**src/hdl/casu_pkg.sv**
```systemverilog
// casu_pkg: types, codes and helper functions of the command line argument splitter
// no dependencies; imported by every other file of the block but casu_if
package casu_pkg;

  localparam int unsigned MaxArgsDefault = 255;

  localparam logic [15:0] CuBslash = 16'h005C;
  localparam logic [15:0] CuDquote = 16'h0022;
  localparam logic [15:0] CuSquote = 16'h0027;

  typedef enum logic [1:0] {
    KIND_CHAR = 2'd0,
    KIND_END  = 2'd1,
    KIND_OK   = 2'd2,
    KIND_ERR  = 2'd3
  } kind_t;

  typedef enum logic [2:0] {
    ERR_NONE       = 3'd0,
    ERR_NO_SPACE   = 3'd1,
    ERR_UNMATCHED  = 3'd2,
    ERR_QUOTE_IN   = 3'd3,
    ERR_NO_PROGRAM = 3'd4
  } err_code_t;

  typedef enum logic [1:0] {
    PH_IDLE   = 2'd0,
    PH_PLAIN  = 2'd1,
    PH_QUOTED = 2'd2,
    PH_CLOSED = 2'd3
  } phase_t;

  typedef struct packed {
    kind_t       kind;
    logic [15:0] char_out;
    logic [7:0]  arg_number;
    err_code_t   error_code;
    logic        last_of_run;
  } result_t;

  // all results caused by one item
  typedef struct packed {
    logic [1:0]        n;
    result_t [2:0]     res;
  } bundle_t;

  function automatic logic is_space(input logic [15:0] c);
    logic sp;
    sp = (c == 16'h0020) || (c >= 16'h0009 && c <= 16'h000D) ||
         (c == 16'h0085) || (c == 16'h00A0) || (c == 16'h1680) ||
         (c >= 16'h2000 && c <= 16'h200A) ||
         (c == 16'h2028) || (c == 16'h2029) || (c == 16'h202F) ||
         (c == 16'h205F) || (c == 16'h3000);
    return sp;
  endfunction

  function automatic result_t mk_result(input kind_t k, input logic [15:0] ch,
                                        input logic [7:0] cnt, input err_code_t e);
    result_t r;
    r.kind        = k;
    r.char_out    = ch;
    r.arg_number  = cnt;
    r.error_code  = e;
    r.last_of_run = 1'b0;
    return r;
  endfunction

endpackage

```
**src/hdl/casu_if.sv**
```systemverilog
// casu_if: valid/ready channel interfaces for the input and result items
// depends on nothing; used by the top level and its submodules
interface casu_in_if;
  logic        valid;
  logic        ready;
  logic [15:0] code_unit;
  logic        end_of_command;

  modport source (output valid, output code_unit, output end_of_command, input ready);
  modport sink   (input valid, input code_unit, input end_of_command, output ready);
endinterface

interface casu_out_if;
  logic        valid;
  logic        ready;
  logic [1:0]  kind;
  logic [15:0] char_out;
  logic [7:0]  arg_number;
  logic [2:0]  error_code;
  logic        last_of_run;

  modport source (output valid, output kind, output char_out, output arg_number,
                  output error_code, output last_of_run, input ready);
  modport sink   (input valid, input kind, input char_out, input arg_number,
                  input error_code, input last_of_run, output ready);
endinterface

```
**src/hdl/command_line_argument_splitter_unit.sv**
```systemverilog
// command_line_argument_splitter_unit: top level, splits a command line into arguments
// depends on casu_pkg, casu_if, casu_parse and casu_emit
//
//   channel  direction  payload                                              handshake
//   in_ch    in         code_unit[16], end_of_command                         valid/ready
//   out_ch   out        kind[2], char_out[16], arg_number[8], error_code[3],  valid/ready
//                       last_of_run
//
// an item holds the parser until the result buffer has handed its last result to
// the output register, one result per cycle while the output is not stalled; items
// with no result do not hold it
// a result passes from the input register via the result buffer to the output register
// synchronous active-low reset returns the parser to between arguments, count zero
// a stalled output fills the result buffer, then the input register, then drops in_ch.ready
module command_line_argument_splitter_unit #(
  parameter int unsigned MAX_ARGS = casu_pkg::MaxArgsDefault
) (
  input logic         clk,
  input logic         rst_n,
  casu_in_if.sink     in_ch,
  casu_out_if.source  out_ch
);
  import casu_pkg::*;

  logic    take_ok;
  logic    bundle_we;
  bundle_t bundle;

  casu_parse #(
    .MAX_ARGS(MAX_ARGS)
  ) u_parse (
    .clk      (clk),
    .rst_n    (rst_n),
    .in_ch    (in_ch),
    .take_ok  (take_ok),
    .bundle_we(bundle_we),
    .bundle   (bundle)
  );

  casu_emit u_emit (
    .clk      (clk),
    .rst_n    (rst_n),
    .bundle_we(bundle_we),
    .bundle   (bundle),
    .take_ok  (take_ok),
    .out_ch   (out_ch)
  );

endmodule

```
**src/hdl/casu_parse.sv**
```systemverilog
// casu_parse: input register, parser state and the per-item result logic
// depends on casu_pkg and casu_in_if
module casu_parse #(
  parameter int unsigned MAX_ARGS = casu_pkg::MaxArgsDefault
) (
  input  logic              clk,
  input  logic              rst_n,
  casu_in_if.sink           in_ch,
  input  logic              take_ok,
  output logic              bundle_we,
  output casu_pkg::bundle_t bundle
);
  import casu_pkg::*;

  localparam logic [7:0] ArgCap = (MAX_ARGS > 255) ? 8'd255 : 8'(MAX_ARGS);

  logic        in_vld_r, in_vld_nxt;
  logic [15:0] in_cu_r;
  logic        in_eoc_r;
  logic        in_take;
  logic        fire;

  phase_t      phase_r, phase_nxt;
  logic        dq_r, dq_nxt;
  logic        esc_r, esc_nxt;
  logic [7:0]  cnt_r, cnt_nxt;
  logic        errs_r, errs_nxt;

  logic        sp;
  logic        quote;
  logic [15:0] close_q;
  err_code_t   err;
  logic [1:0]  n;
  result_t [2:0] res;

  assign in_take     = in_ch.valid && in_ch.ready;
  assign fire        = in_vld_r && take_ok;
  assign in_ch.ready = !in_vld_r || take_ok;

  always_comb begin
    in_vld_nxt = in_vld_r;
    if (in_take) begin
      in_vld_nxt = 1'b1;
    end else if (fire) begin
      in_vld_nxt = 1'b0;
    end
  end

  always_ff @(posedge clk) begin
    if (!rst_n) begin
      in_vld_r <= 1'b0;
    end else begin
      in_vld_r <= in_vld_nxt;
    end
    if (in_take) begin
      in_cu_r  <= in_ch.code_unit;
      in_eoc_r <= in_ch.end_of_command;
    end
  end

  assign sp      = is_space(in_cu_r);
  assign quote   = (in_cu_r == CuDquote) || (in_cu_r == CuSquote);
  assign close_q = dq_r ? CuDquote : CuSquote;

  always_comb begin
    phase_nxt = phase_r;
    dq_nxt    = dq_r;
    esc_nxt   = esc_r;
    cnt_nxt   = cnt_r;
    errs_nxt  = errs_r;
    err       = ERR_NONE;
    n         = 2'd0;
    res       = '0;

    if (errs_r) begin
      if (in_eoc_r) begin
        phase_nxt = PH_IDLE;
        dq_nxt    = 1'b0;
        esc_nxt   = 1'b0;
        cnt_nxt   = 8'd0;
        errs_nxt  = 1'b0;
      end
    end else begin
      unique case (phase_r)
        PH_IDLE: begin
          if (quote) begin
            phase_nxt = PH_QUOTED;
            dq_nxt    = (in_cu_r == CuDquote);
            esc_nxt   = 1'b0;
          end else if (!sp) begin
            phase_nxt = PH_PLAIN;
            res[n]    = mk_result(KIND_CHAR, in_cu_r, cnt_nxt, ERR_NONE);
            n         = n + 2'd1;
          end
        end
        PH_PLAIN: begin
          if (quote) begin
            err = ERR_QUOTE_IN;
          end else if (sp) begin
            res[n] = mk_result(KIND_END, 16'd0, cnt_nxt, ERR_NONE);
            n      = n + 2'd1;
            if (cnt_nxt < ArgCap) cnt_nxt = cnt_nxt + 8'd1;
            phase_nxt = PH_IDLE;
          end else begin
            res[n] = mk_result(KIND_CHAR, in_cu_r, cnt_nxt, ERR_NONE);
            n      = n + 2'd1;
          end
        end
        PH_QUOTED: begin
          if (esc_r) begin
            esc_nxt = 1'b0;
            if (in_cu_r != CuBslash && !quote) begin
              res[n] = mk_result(KIND_CHAR, CuBslash, cnt_nxt, ERR_NONE);
              n      = n + 2'd1;
            end
            res[n] = mk_result(KIND_CHAR, in_cu_r, cnt_nxt, ERR_NONE);
            n      = n + 2'd1;
          end else if (in_cu_r == CuBslash) begin
            esc_nxt = 1'b1;
          end else if (in_cu_r == close_q) begin
            res[n] = mk_result(KIND_END, 16'd0, cnt_nxt, ERR_NONE);
            n      = n + 2'd1;
            if (cnt_nxt < ArgCap) cnt_nxt = cnt_nxt + 8'd1;
            phase_nxt = PH_CLOSED;
          end else begin
            res[n] = mk_result(KIND_CHAR, in_cu_r, cnt_nxt, ERR_NONE);
            n      = n + 2'd1;
          end
        end
        PH_CLOSED: begin
          if (sp) begin
            phase_nxt = PH_IDLE;
          end else begin
            err = ERR_NO_SPACE;
          end
        end
      endcase

      if (err == ERR_NONE && in_eoc_r) begin
        if (phase_nxt == PH_QUOTED) begin
          err = ERR_UNMATCHED;
        end else begin
          if (phase_nxt == PH_PLAIN) begin
            res[n] = mk_result(KIND_END, 16'd0, cnt_nxt, ERR_NONE);
            n      = n + 2'd1;
            if (cnt_nxt < ArgCap) cnt_nxt = cnt_nxt + 8'd1;
          end
          if (cnt_nxt == 8'd0) begin
            err = ERR_NO_PROGRAM;
          end else begin
            res[n] = mk_result(KIND_OK, 16'd0, cnt_nxt, ERR_NONE);
            n      = n + 2'd1;
          end
        end
      end

      if (err != ERR_NONE) begin
        res[n] = mk_result(KIND_ERR, 16'd0, cnt_nxt, err);
        n      = n + 2'd1;
      end

      if (in_eoc_r) begin
        phase_nxt = PH_IDLE;
        dq_nxt    = 1'b0;
        esc_nxt   = 1'b0;
        cnt_nxt   = 8'd0;
        errs_nxt  = 1'b0;
      end else if (err != ERR_NONE) begin
        errs_nxt = 1'b1;
      end
    end

    if (n != 2'd0) res[n - 2'd1].last_of_run = 1'b1;
  end

  always_ff @(posedge clk) begin
    if (!rst_n) begin
      phase_r <= PH_IDLE;
      dq_r    <= 1'b0;
      esc_r   <= 1'b0;
      cnt_r   <= 8'd0;
      errs_r  <= 1'b0;
    end else if (fire) begin
      phase_r <= phase_nxt;
      dq_r    <= dq_nxt;
      esc_r   <= esc_nxt;
      cnt_r   <= cnt_nxt;
      errs_r  <= errs_nxt;
    end
  end

  assign bundle_we  = fire && (n != 2'd0);
  assign bundle.n   = n;
  assign bundle.res = res;

endmodule

```
**src/hdl/casu_emit.sv**
```systemverilog
// casu_emit: result buffer for one item and the output register
// depends on casu_pkg and casu_out_if
module casu_emit (
  input  logic              clk,
  input  logic              rst_n,
  input  logic              bundle_we,
  input  casu_pkg::bundle_t bundle,
  output logic              take_ok,
  casu_out_if.source        out_ch
);
  import casu_pkg::*;

  result_t [2:0] ent_r;
  logic [1:0]    rem_r, rem_nxt;
  logic          out_vld_r, out_vld_nxt;
  result_t       out_r;
  logic          out_load;

  assign out_load = (rem_r != 2'd0) && (!out_vld_r || out_ch.ready);
  assign take_ok  = (rem_r == 2'd0) || (out_load && rem_r == 2'd1);

  always_comb begin
    rem_nxt = rem_r;
    if (bundle_we) begin
      rem_nxt = bundle.n;
    end else if (out_load) begin
      rem_nxt = rem_r - 2'd1;
    end
    out_vld_nxt = out_vld_r;
    if (out_load) begin
      out_vld_nxt = 1'b1;
    end else if (out_ch.ready) begin
      out_vld_nxt = 1'b0;
    end
  end

  always_ff @(posedge clk) begin
    if (!rst_n) begin
      rem_r     <= 2'd0;
      out_vld_r <= 1'b0;
    end else begin
      rem_r     <= rem_nxt;
      out_vld_r <= out_vld_nxt;
    end
    if (bundle_we) begin
      ent_r <= bundle.res;
    end else if (out_load) begin
      ent_r[0] <= ent_r[1];
      ent_r[1] <= ent_r[2];
    end
    if (out_load) begin
      out_r <= ent_r[0];
    end
  end

  assign out_ch.valid       = out_vld_r;
  assign out_ch.kind        = out_r.kind;
  assign out_ch.char_out    = out_r.char_out;
  assign out_ch.arg_number  = out_r.arg_number;
  assign out_ch.error_code  = out_r.error_code;
  assign out_ch.last_of_run = out_r.last_of_run;

endmodule

```
**src/flat_wrapper.sv**
```systemverilog
// flat-port wrapper written by rule: the top's interface ports become plain ports
module command_line_argument_splitter_unit_flat import casu_pkg::*;
#(
  parameter int unsigned MAX_ARGS = casu_pkg::MaxArgsDefault
)
  (clk, rst_n, in_ch_valid, in_ch_code_unit, in_ch_end_of_command, in_ch_ready, out_ch_valid, out_ch_kind, out_ch_char_out, out_ch_arg_number, out_ch_error_code, out_ch_last_of_run, out_ch_ready);
  casu_in_if in_ch_i ();
  casu_out_if out_ch_i ();
  input logic clk;
  input logic rst_n;
  input wire logic [$bits(in_ch_i.valid)-1:0] in_ch_valid;
  input wire logic [$bits(in_ch_i.code_unit)-1:0] in_ch_code_unit;
  input wire logic [$bits(in_ch_i.end_of_command)-1:0] in_ch_end_of_command;
  output wire logic [$bits(in_ch_i.ready)-1:0] in_ch_ready;
  output wire logic [$bits(out_ch_i.valid)-1:0] out_ch_valid;
  output wire logic [$bits(out_ch_i.kind)-1:0] out_ch_kind;
  output wire logic [$bits(out_ch_i.char_out)-1:0] out_ch_char_out;
  output wire logic [$bits(out_ch_i.arg_number)-1:0] out_ch_arg_number;
  output wire logic [$bits(out_ch_i.error_code)-1:0] out_ch_error_code;
  output wire logic [$bits(out_ch_i.last_of_run)-1:0] out_ch_last_of_run;
  input wire logic [$bits(out_ch_i.ready)-1:0] out_ch_ready;
  assign in_ch_i.valid = in_ch_valid;
  assign in_ch_i.code_unit = in_ch_code_unit;
  assign in_ch_i.end_of_command = in_ch_end_of_command;
  assign in_ch_ready = in_ch_i.ready;
  assign out_ch_valid = out_ch_i.valid;
  assign out_ch_kind = out_ch_i.kind;
  assign out_ch_char_out = out_ch_i.char_out;
  assign out_ch_arg_number = out_ch_i.arg_number;
  assign out_ch_error_code = out_ch_i.error_code;
  assign out_ch_last_of_run = out_ch_i.last_of_run;
  assign out_ch_i.ready = out_ch_ready;
  command_line_argument_splitter_unit #(.MAX_ARGS(MAX_ARGS)) u_core (.clk(clk), .rst_n(rst_n), .in_ch(in_ch_i), .out_ch(out_ch_i));
endmodule
```
**config.mk**
```make
export PLATFORM = sky130hd
export DESIGN_NAME = command_line_argument_splitter_unit_flat
export DESIGN_NICKNAME = d
export VERILOG_FILES = /design/src/hdl/casu_pkg.sv /design/src/hdl/casu_if.sv /design/src/hdl/command_line_argument_splitter_unit.sv /design/src/hdl/casu_parse.sv /design/src/hdl/casu_emit.sv /design/src/flat_wrapper.sv
export SDC_FILE = /design/constraint.sdc
export NUM_CORES = 1
export LEC_CHECK = 0
export ABC_CLOCK_PERIOD_IN_PS = 8500
export BUFFER_PORTS_ARGS = -buffer_cell sky130_fd_sc_hd__buf_2
export CAP_MARGIN = 10
export CORE_ASPECT_RATIO = 0.5
export CORE_UTILIZATION = 49
export CTS_BUF_LIST = sky130_fd_sc_hd__clkbuf_4 sky130_fd_sc_hd__clkbuf_8 sky130_fd_sc_hd__clkbuf_16
export DETAILED_ROUTE_END_ITERATION = 6
export GPL_ROUTABILITY_DRIVEN = 0
export PLACE_DENSITY = 0.64
export SYNTH_ARGS = -nofsm -noshare
export SYNTH_HDL_FRONTEND = slang
export SYNTH_SLANG_ARGS = --single-unit
```
**constraint.sdc**
```tcl
create_clock -name clk -period 8.5 [get_ports clk]
set_clock_uncertainty 0.2 [all_clocks]
set_input_delay 1.7 -clock clk [delete_from_list [all_inputs] [get_ports clk]]
set_output_delay 1.7 -clock clk [all_outputs]
set_load 0.02 [all_outputs]
```
After elaboration in Yosys (flattened, before gate mapping)
Cells that the tools add are included.
Widths: inputs -> output; s select.
- $add $sub $neg: 8
- order comparisons: 16
- equality and inequality tests: 22
- multiplexer cells: 126
- reductions and logical operators: 47
- operators with widths (operator ; count):
    $mux 90 ; 11
    $bwmux 90 ; 5
    $demux 30 s2 ; 5
    $mux 30 ; 10
    $mux 60 ; 5
    $mux 8 ; 18
    $pmux 30 s3 ; 1
    $mux 29 ; 3
    $eq 16x14->1 const B ; 5
    $mux 2 ; 29
    $mux 28 ; 2
    $eq 16x6->1 const B ; 3
    $eq 16x8->1 const B ; 2
    $mux 1 ; 25
    $mux 19 ; 1
    $mux 3 ; 6
    $add 8x1->8 const B ; 2
    $eq 16x13->1 const B ; 1
    $eq 16x6->1 ; 1
    $eq 16x7->1 const B ; 1
    $ge 16x14->1 const B ; 1
    $ge 16x4->1 const B ; 1
    $le 16x14->1 const B ; 1
    $le 16x4->1 const B ; 1
    25 further kinds ; 79
- bits in registers: 154
- input bits: 21
- output and inout port bits: 32
- logic and storage cells: 249

Longest topological paths before layout
- depth in word-level cells: 38
- mapped depth: 26
- depth with buffers taken out: 23

By module
From an unflattened synthesis, not the netlist that was laid out.
- cell total of the unflattened synthesis: 857
- area, all modules: 9152.5 sq um
- by module, submodules not included (module ; times used ; cells each ; area each (sq um) ; seq. area each (sq um)):
    casu_parse ; 1 ; 645 ; 4603.2 ; 790.8
    casu_emit ; 1 ; 212 ; 4549.4 ; 3663.5

Least setup slack after synthesis
Ideal clock, no wire load.
- path type: register -> register
- start point: register u_core.u_parse.in_cu_r[4]
- end point: register u_core.u_emit.ent_r[0] (netlist bit), enable pin
- arrival: 6.649 ns
- data required time: 7.630 ns
- setup slack: 0.981 ns
- stages on the path, launching flop included: 25
- buffers on the path: 3
- cells stage by stage: edfxtp_1 -> nor4b_1 -> nand4_2 -> or2_2 -> clkbuf_1 -> a21oi_2 -> nor2_1 -> a22oi_1 -> clkinv_1 -> ha_1 -> and3_1 -> a211oi_1 -> a31oi_1 -> or4_1 -> clkbuf_2 -> o41ai_2 -> a211o_2 -> inv_1 -> ha_1 -> nand2_1 -> a31oi_1 -> a31oi_1 -> a2bb2oi_4 -> buf_4 -> nand2b_1
- word-level cells in the longest chain between the ends: 33
- ends and longest elaborated chain (item ; RTL line ; RTL):
    start, declared ; casu_parse.sv:18 ; logic [15:0] in_cu_r;
    start signal, assigned ; casu_parse.sv:56 ; in_cu_r <= in_ch.code_unit;
    $ge 16x4->1 / $le 16x4->1 (equally long branches) ; casu_pkg.sv:49 ; sp = (c == 16'h0020) || (c >= 16'h0009 && c <= 16'h000D) ||
    $logic_and 1x1->1 ; casu_pkg.sv:49 ;
    $logic_or 1x1->1 (2 in series) ; casu_pkg.sv:49 ;
    $logic_or 1x1->1 (3 in series) ; casu_pkg.sv:50 ; (c == 16'h0085) || (c == 16'h00A0) || (c == 16'h1680) ||
    $logic_or 1x1->1 ; casu_pkg.sv:51 ; (c >= 16'h2000 && c <= 16'h200A) ||
    $logic_or 1x1->1 (3 in series) ; casu_pkg.sv:52 ; (c == 16'h2028) || (c == 16'h2029) || (c == 16'h202F) ||
    $logic_or 1x1->1 ; casu_pkg.sv:53 ; (c == 16'h205F) || (c == 16'h3000);
    $mux 8 ; casu_parse.sv:99 ; end else if (sp) begin
    (+12 left out) ; - ;
    $mux 2 / $mux 3 (equally long branches) ; casu_parse.sv:139 ; if (err == ERR_NONE && in_eoc_r) begin
    $mux 2 / $mux 3 (equally long branches) ; casu_parse.sv:75 ; if (errs_r) begin
    $add 2x1->2 / $reduce_bool 3->1 (equally long branches) ; casu_parse.sv:159, casu_parse.sv:157 ;
    $mux 2 * ; casu_parse.sv:157 ; if (err != ERR_NONE) begin
    $mux 2 * ; casu_parse.sv:75 ;
    $reduce_bool 2->1 * ; casu_parse.sv:192 ; assign bundle_we = fire && (n != 2'd0);
    $logic_and 1x1->1 * ; casu_parse.sv:192 ;
    $reduce_bool 2->1 (no source line) * ; - ;
    end signal, assigned ; casu_emit.sv:46 ; ent_r <= bundle.res;
    end, declared ; casu_emit.sv:13 ; result_t [2:0] ent_r;
Every way passes the cells marked *; elsewhere a longest branch is shown, timed or not. The select of a mux whose other input is x is not followed.
A chain may end at the register's enable or synchronous reset.

Worst setup path in the final report
- start point: register u_core.u_parse.in_cu_r[11]
- end point: register u_core.u_emit.ent_r[11] (netlist bit), data pin
- RTL lines (item ; RTL line ; RTL):
    $ge 16x4->1 / $le 16x4->1 (equally long branches) ; casu_pkg.sv:49 ;
    $logic_and 1x1->1 ; casu_pkg.sv:49 ;
    $logic_or 1x1->1 (2 in series) ; casu_pkg.sv:49 ;
    $logic_or 1x1->1 (3 in series) ; casu_pkg.sv:50 ;
    $logic_or 1x1->1 ; casu_pkg.sv:51 ;
    $logic_or 1x1->1 (3 in series) ; casu_pkg.sv:52 ;
    $logic_or 1x1->1 ; casu_pkg.sv:53 ;
    $mux 8 ; casu_parse.sv:99 ;
    (+13 left out) ; - ;
    $mux 2 / $mux 3 (equally long branches) ; casu_parse.sv:75 ;
    $add 2x1->2 / $reduce_bool 3->1 (equally long branches) ; casu_parse.sv:159, casu_parse.sv:157 ;
    $mux 2 * ; casu_parse.sv:157 ;
    $mux 2 * ; casu_parse.sv:75 ;
    $reduce_bool 2->1 * ; casu_parse.sv:192 ;
    $logic_and 1x1->1 * ; casu_parse.sv:192 ;
    named net u_core.bundle_we ; command_line_argument_splitter_unit.sv:26 ; logic bundle_we;
    $mux 60 * ; casu_emit.sv:45 ; if (bundle_we) begin
Mark *: on every way through the listed nets, which the timed path passes. The rest lies on a longest branch. The select of a mux whose other input is x is not followed.

==> metrics.csv <==
stage,metric,value,unit
power,Gate power share,0.281,
yosys,register area share after synthesis,0.508,
route,drt drc,0,
power,Pleak,3.26,nW
sta,Rel. slew slack,0.364,
cts,cts bufs inserted,17,
finish,ant diodes,0,
critical_path,"critical path, cell by cell",nor4_2 > nand4_2 > or2_2 > a21oi_2 > nor2_1 > a22oi_1 > clkinv_1 > ha_1 > and3_1 > a211oi_1 > a31oi_1 > nor4_1 > nand2_1 > a211o_2 > inv_1 > ha_1 > nand2_1 > a31oi_1 > a31oi_1 > a2bb2oi_4 > inv_1 > a2bb2oi_1,
grt,gr ovfl total,0,
sta,setup TNS,0,ns
route,Vias,6434,
yosys,"flops & latches, synth",138,
sta,Final Max Slew Viols,0,
critical_path,reg2reg start,u_core.u_parse.in_cu_r[11],
power,VDD IR-drop max,0.000210,V
critical_path,FF-to-FF path depth,22,
placed_design,DP Worst Slack,0.685,ns
yosys,number of distinct library cells after synthesis,87,
critical_path,critical path's most frequent cell,a31oi_1,
die,IO Count,53,
yosys,"FFs w/ async S/R, synth",0,
job,# Max-Cap Violations,0,
cts,CTS root buffer,clkbuf_16,
placed_design,input/output buffers,52,
route,Post-Route WL,20.9,mm
finish,layout cells sized above 1,0.158,
sta,final hold viol count,0,
placed_design,placed insts,983,
hold_path,Hold EP,u_core.u_emit.out_ch.error_code[0],
cts,CTS tree,yes,
cts,# Post-CTS Setup Buffers,0,
power,Pwr per Cell Area,318,nW/µm²
yosys,Mean Syn Cell Area,10.3,µm²
grt,GRT Util Overall,0.263,
yosys,Area contributors post-synth,"edfxtp_1 (46%), nand2_1 (4.9%), dfxtp_1 (4.4%)",
sta,FMAX,124,MHz
cts,htree depth,4,
finish,Finished Layout Cells,1015,
sta,final setup vio count,0,
yosys,Synth top area share,0.465,
power,Int Power,0.00185,W
cts,clock buffer depth,2,
yosys,Synth top cells by count,"edfxtp_1 (121), nand2_1 (101), nor2_1 (53), o21ai_0 (49), a21oi_1 (39)",
critical_path,"critical path fanouts, max",23,
hold_path,Hold Crit Class,reg2reg,
power,share of power burned in registers,0.432,
cts,hold-fix buffers at CTS,0,
hold_path,Hold Crit Start,u_core.u_emit.ent_r[1],
finish,final core area utilization,0.571,
placed_design,post-DP HPWL,14.7,mm
route,Detail Route Antenna Nets,0,
cts,CTS resizes,0,
yosys,Post-Syn Instances,758,
power,P_sw,0.000957,W
die,die area,16500,µm²
run_status,status,completed,
critical_path,Critical Path Max Stage Delay,0.67,ns
sta,minimum clock period,8.04,ns
critical_path,RR Endpoint,u_core.u_emit.ent_r[11],
sta,Worst Max-Slew Pin Slew,0.954,ns
route,Vias/cell,6.34,
sta,final setup margin,0.455,ns
die,Die Span X,181,µm
route,routed length per instance,20.6,µm
yosys,Synth Warn #,0,
finish,nets,837,
sta,RSZ-0062 raised after global routing,no,
critical_path,CP arrival,8.02,ns
die,starting density of the core,0.504,
grt,largest net degree at the start of global routing,36,
critical_path,CP Class,reg2reg,
grt,initial antenna violation count,0,
grt,via count of the first global-routing pass,5951,
cts,Clock Latency Late Sink,0.43,ns
critical_path,"Slowest-stage cell, CP",nor4_1,
critical_path,Worst setup EP type,register,
cts,Sink Count,138,
yosys,main flop type after synthesis,edfxtp_1,
hold_path,number of stages on the worst hold path,0,
yosys,"EDFF count, synth",121,
critical_path,Worst R2R Setup Slack,0.46,ns
yosys,syn_nets,797,
yosys,dominant cell by count in the synthesized netlist,edfxtp_1,
die,Site Rows,32,
yosys,cell taking the most area after synthesis,edfxtp_1,
critical_path,crit start category,register,
finish,Filler Cell Count,1335,
yosys,Mapped Area,7810,µm²
cts,"CTS clk-pin slew, worst paths",0.07,ns
power,switching share of power,0.341,
critical_path,CP required,8.47,ns
route,First DRT Iteration DRCs,1052,
die,Die Y,91.3,µm
sta,Final Cycle Share,0.946,
finish,area added between synthesis and finish,13.1,%
power,Clock Power Share,0.287,
grt,first-pass GRT wire length,33.4,mm
route,first-pass detailed-route iteration total,5,
power,Final Power,0.00281,W
die,Core ar.,15500,µm²
-- power groups by stage --
stage	clock network [W]	logic (W)	registers, W
floorplan	0	0.000453	0.00132
global placement	0	0.000775	0.00122
detailed placement	0	0.000785	0.00123
CTS	0.000813	0.000788	0.00121
global route	0.000840	0.000866	0.00124
finish	0.000806	0.000790	0.00121
-- placed cells by master (no fill, tap or decap), types with 6 or more instances in the layout --
cell type and n:
buf_2 52, mux2_2 7, and3_1 9, xnor2_1 10, a21o_1 11, o2111ai_1 6, a21oi_1 39, a22oi_1 13
nor2b_1 9, a22o_1 18, a221oi_1 6, mux2i_1 7, and2_1 34, buf_4 8, o21ai_0 49, nor2_1 53
a211oi_1 6, edfxtp_1 121, clkbuf_16 17, ha_1 18, a31oi_1 15, o22ai_1 13, nor3_1 13, dfxtp_1 17
nand2_1 101, inv_1 25, nand3_1 17
-- metal layers --
layer / up-vias / wire length, µm / GRT usage / share of wire
met3: 45 / 1740 / 0.0513 / 0.084
li1: 2974 / - / - / -
met5: - / 0 / 0 / 0
met1: 3072 / 9620 / 0.382 / 0.46
met4: 0 / 445 / 0.0826 / 0.021
met2: 343 / 9050 / 0.396 / 0.43
-- logic make-up (layout without fill, tap and decap cells) --
logic type / Yosys count / in the layout / share of synthesized area
XOR/XNOR: 11 / 11 / 0.0123
AO/OA/AOI/OAI: 233 / 233 / 0.213
AND/OR/NAND/NOR: 279 / 279 / 0.183
buffers and inverters: 65 / 118 / 0.0362
flip-flops: 138 / 138 / 0.508
multiplexers: 14 / 14 / 0.0191
adder cells (fa/ha/maj): 18 / 18 / 0.0288
-- flip-flops by register name, summed over array words and instances, names as in the netlist --
name / flops
u_core.u_emit.out_ch.error_code: 3
u_core.u_emit.rem_r: 2
u_core.u_emit.out_ch.char_out: 16
u_core.u_parse.errs_r: 1
u_core.u_emit.out_ch.kind: 2
u_core.u_emit.out_ch.valid: 1
u_core.u_parse.cnt_r: 8
u_core.u_parse.dq_r: 1
u_core.u_emit.out_ch.last_of_run: 1
u_core.u_parse.in_vld_r: 1
u_core.u_emit.out_ch.arg_number: 8
u_core.u_parse.in_cu_r: 16
u_core.u_parse.phase_r: 2
u_core.u_emit.ent_r: 74
u_core.u_parse.in_eoc_r: 1
u_core.u_parse.esc_r: 1
-- worst max path at each step --
| stage | cells past startpoint | slack (ns) | to | from |
|---|---|---|---|---|
| final | 22 | 0.46 | u_core.u_emit.ent_r[11] | u_core.u_parse.in_cu_r[11] |
| after global placement | 22 | 1.07 | u_core.u_emit.ent_r[11] | u_core.u_parse.in_cu_r[11] |
| after CTS | 22 | 0.60 | u_core.u_emit.ent_r[11] | u_core.u_parse.in_cu_r[11] |
| after detailed placement | 22 | 0.68 | u_core.u_emit.ent_r[11] | u_core.u_parse.in_cu_r[11] |
| after global routing | 22 | 0.1 | u_core.u_emit.ent_r[11] | u_core.u_parse.in_cu_r[11] |
| after floorplan | 24 | 0.98 | u_core.u_emit.ent_r[0] | u_core.u_parse.in_cu_r[4] |
-- layout make-up --
cell class | count | area, µm² | share of cell area
clock buffers | 17 | 425 | 0.0481
clock inverters | 15 | 201 | 0.0228
inverters | 26 | 97.6 | 0.0110
multi-input cells | 555 | 3570 | 0.404
flip-flops and latches | 138 | 3970 | 0.449
well taps | 204 | 255 | 0.0289
repair buffers | 60 | 320 | 0.0362
-- critical path, delay by kind of cell, from the launching register on --
family	cells	cell delay, ns
buffers and inverters	3	0.97
DFF	1	0.43
AOI/OAI and AO/OA	9	2.78
adders and majority gates	2	0.60
and+or+nand+nor	8	2.78
-- metrics by stage --
step	hold slack, ns	instance area, µm²
finish	0.215	8840
global placement	0.202	8220
floorplan	0.200	7820
global route	0.221	8840
detailed placement	0.206	8220
CTS	0.215	8840
No activity file was read; power rests on OpenSTA's default activity.
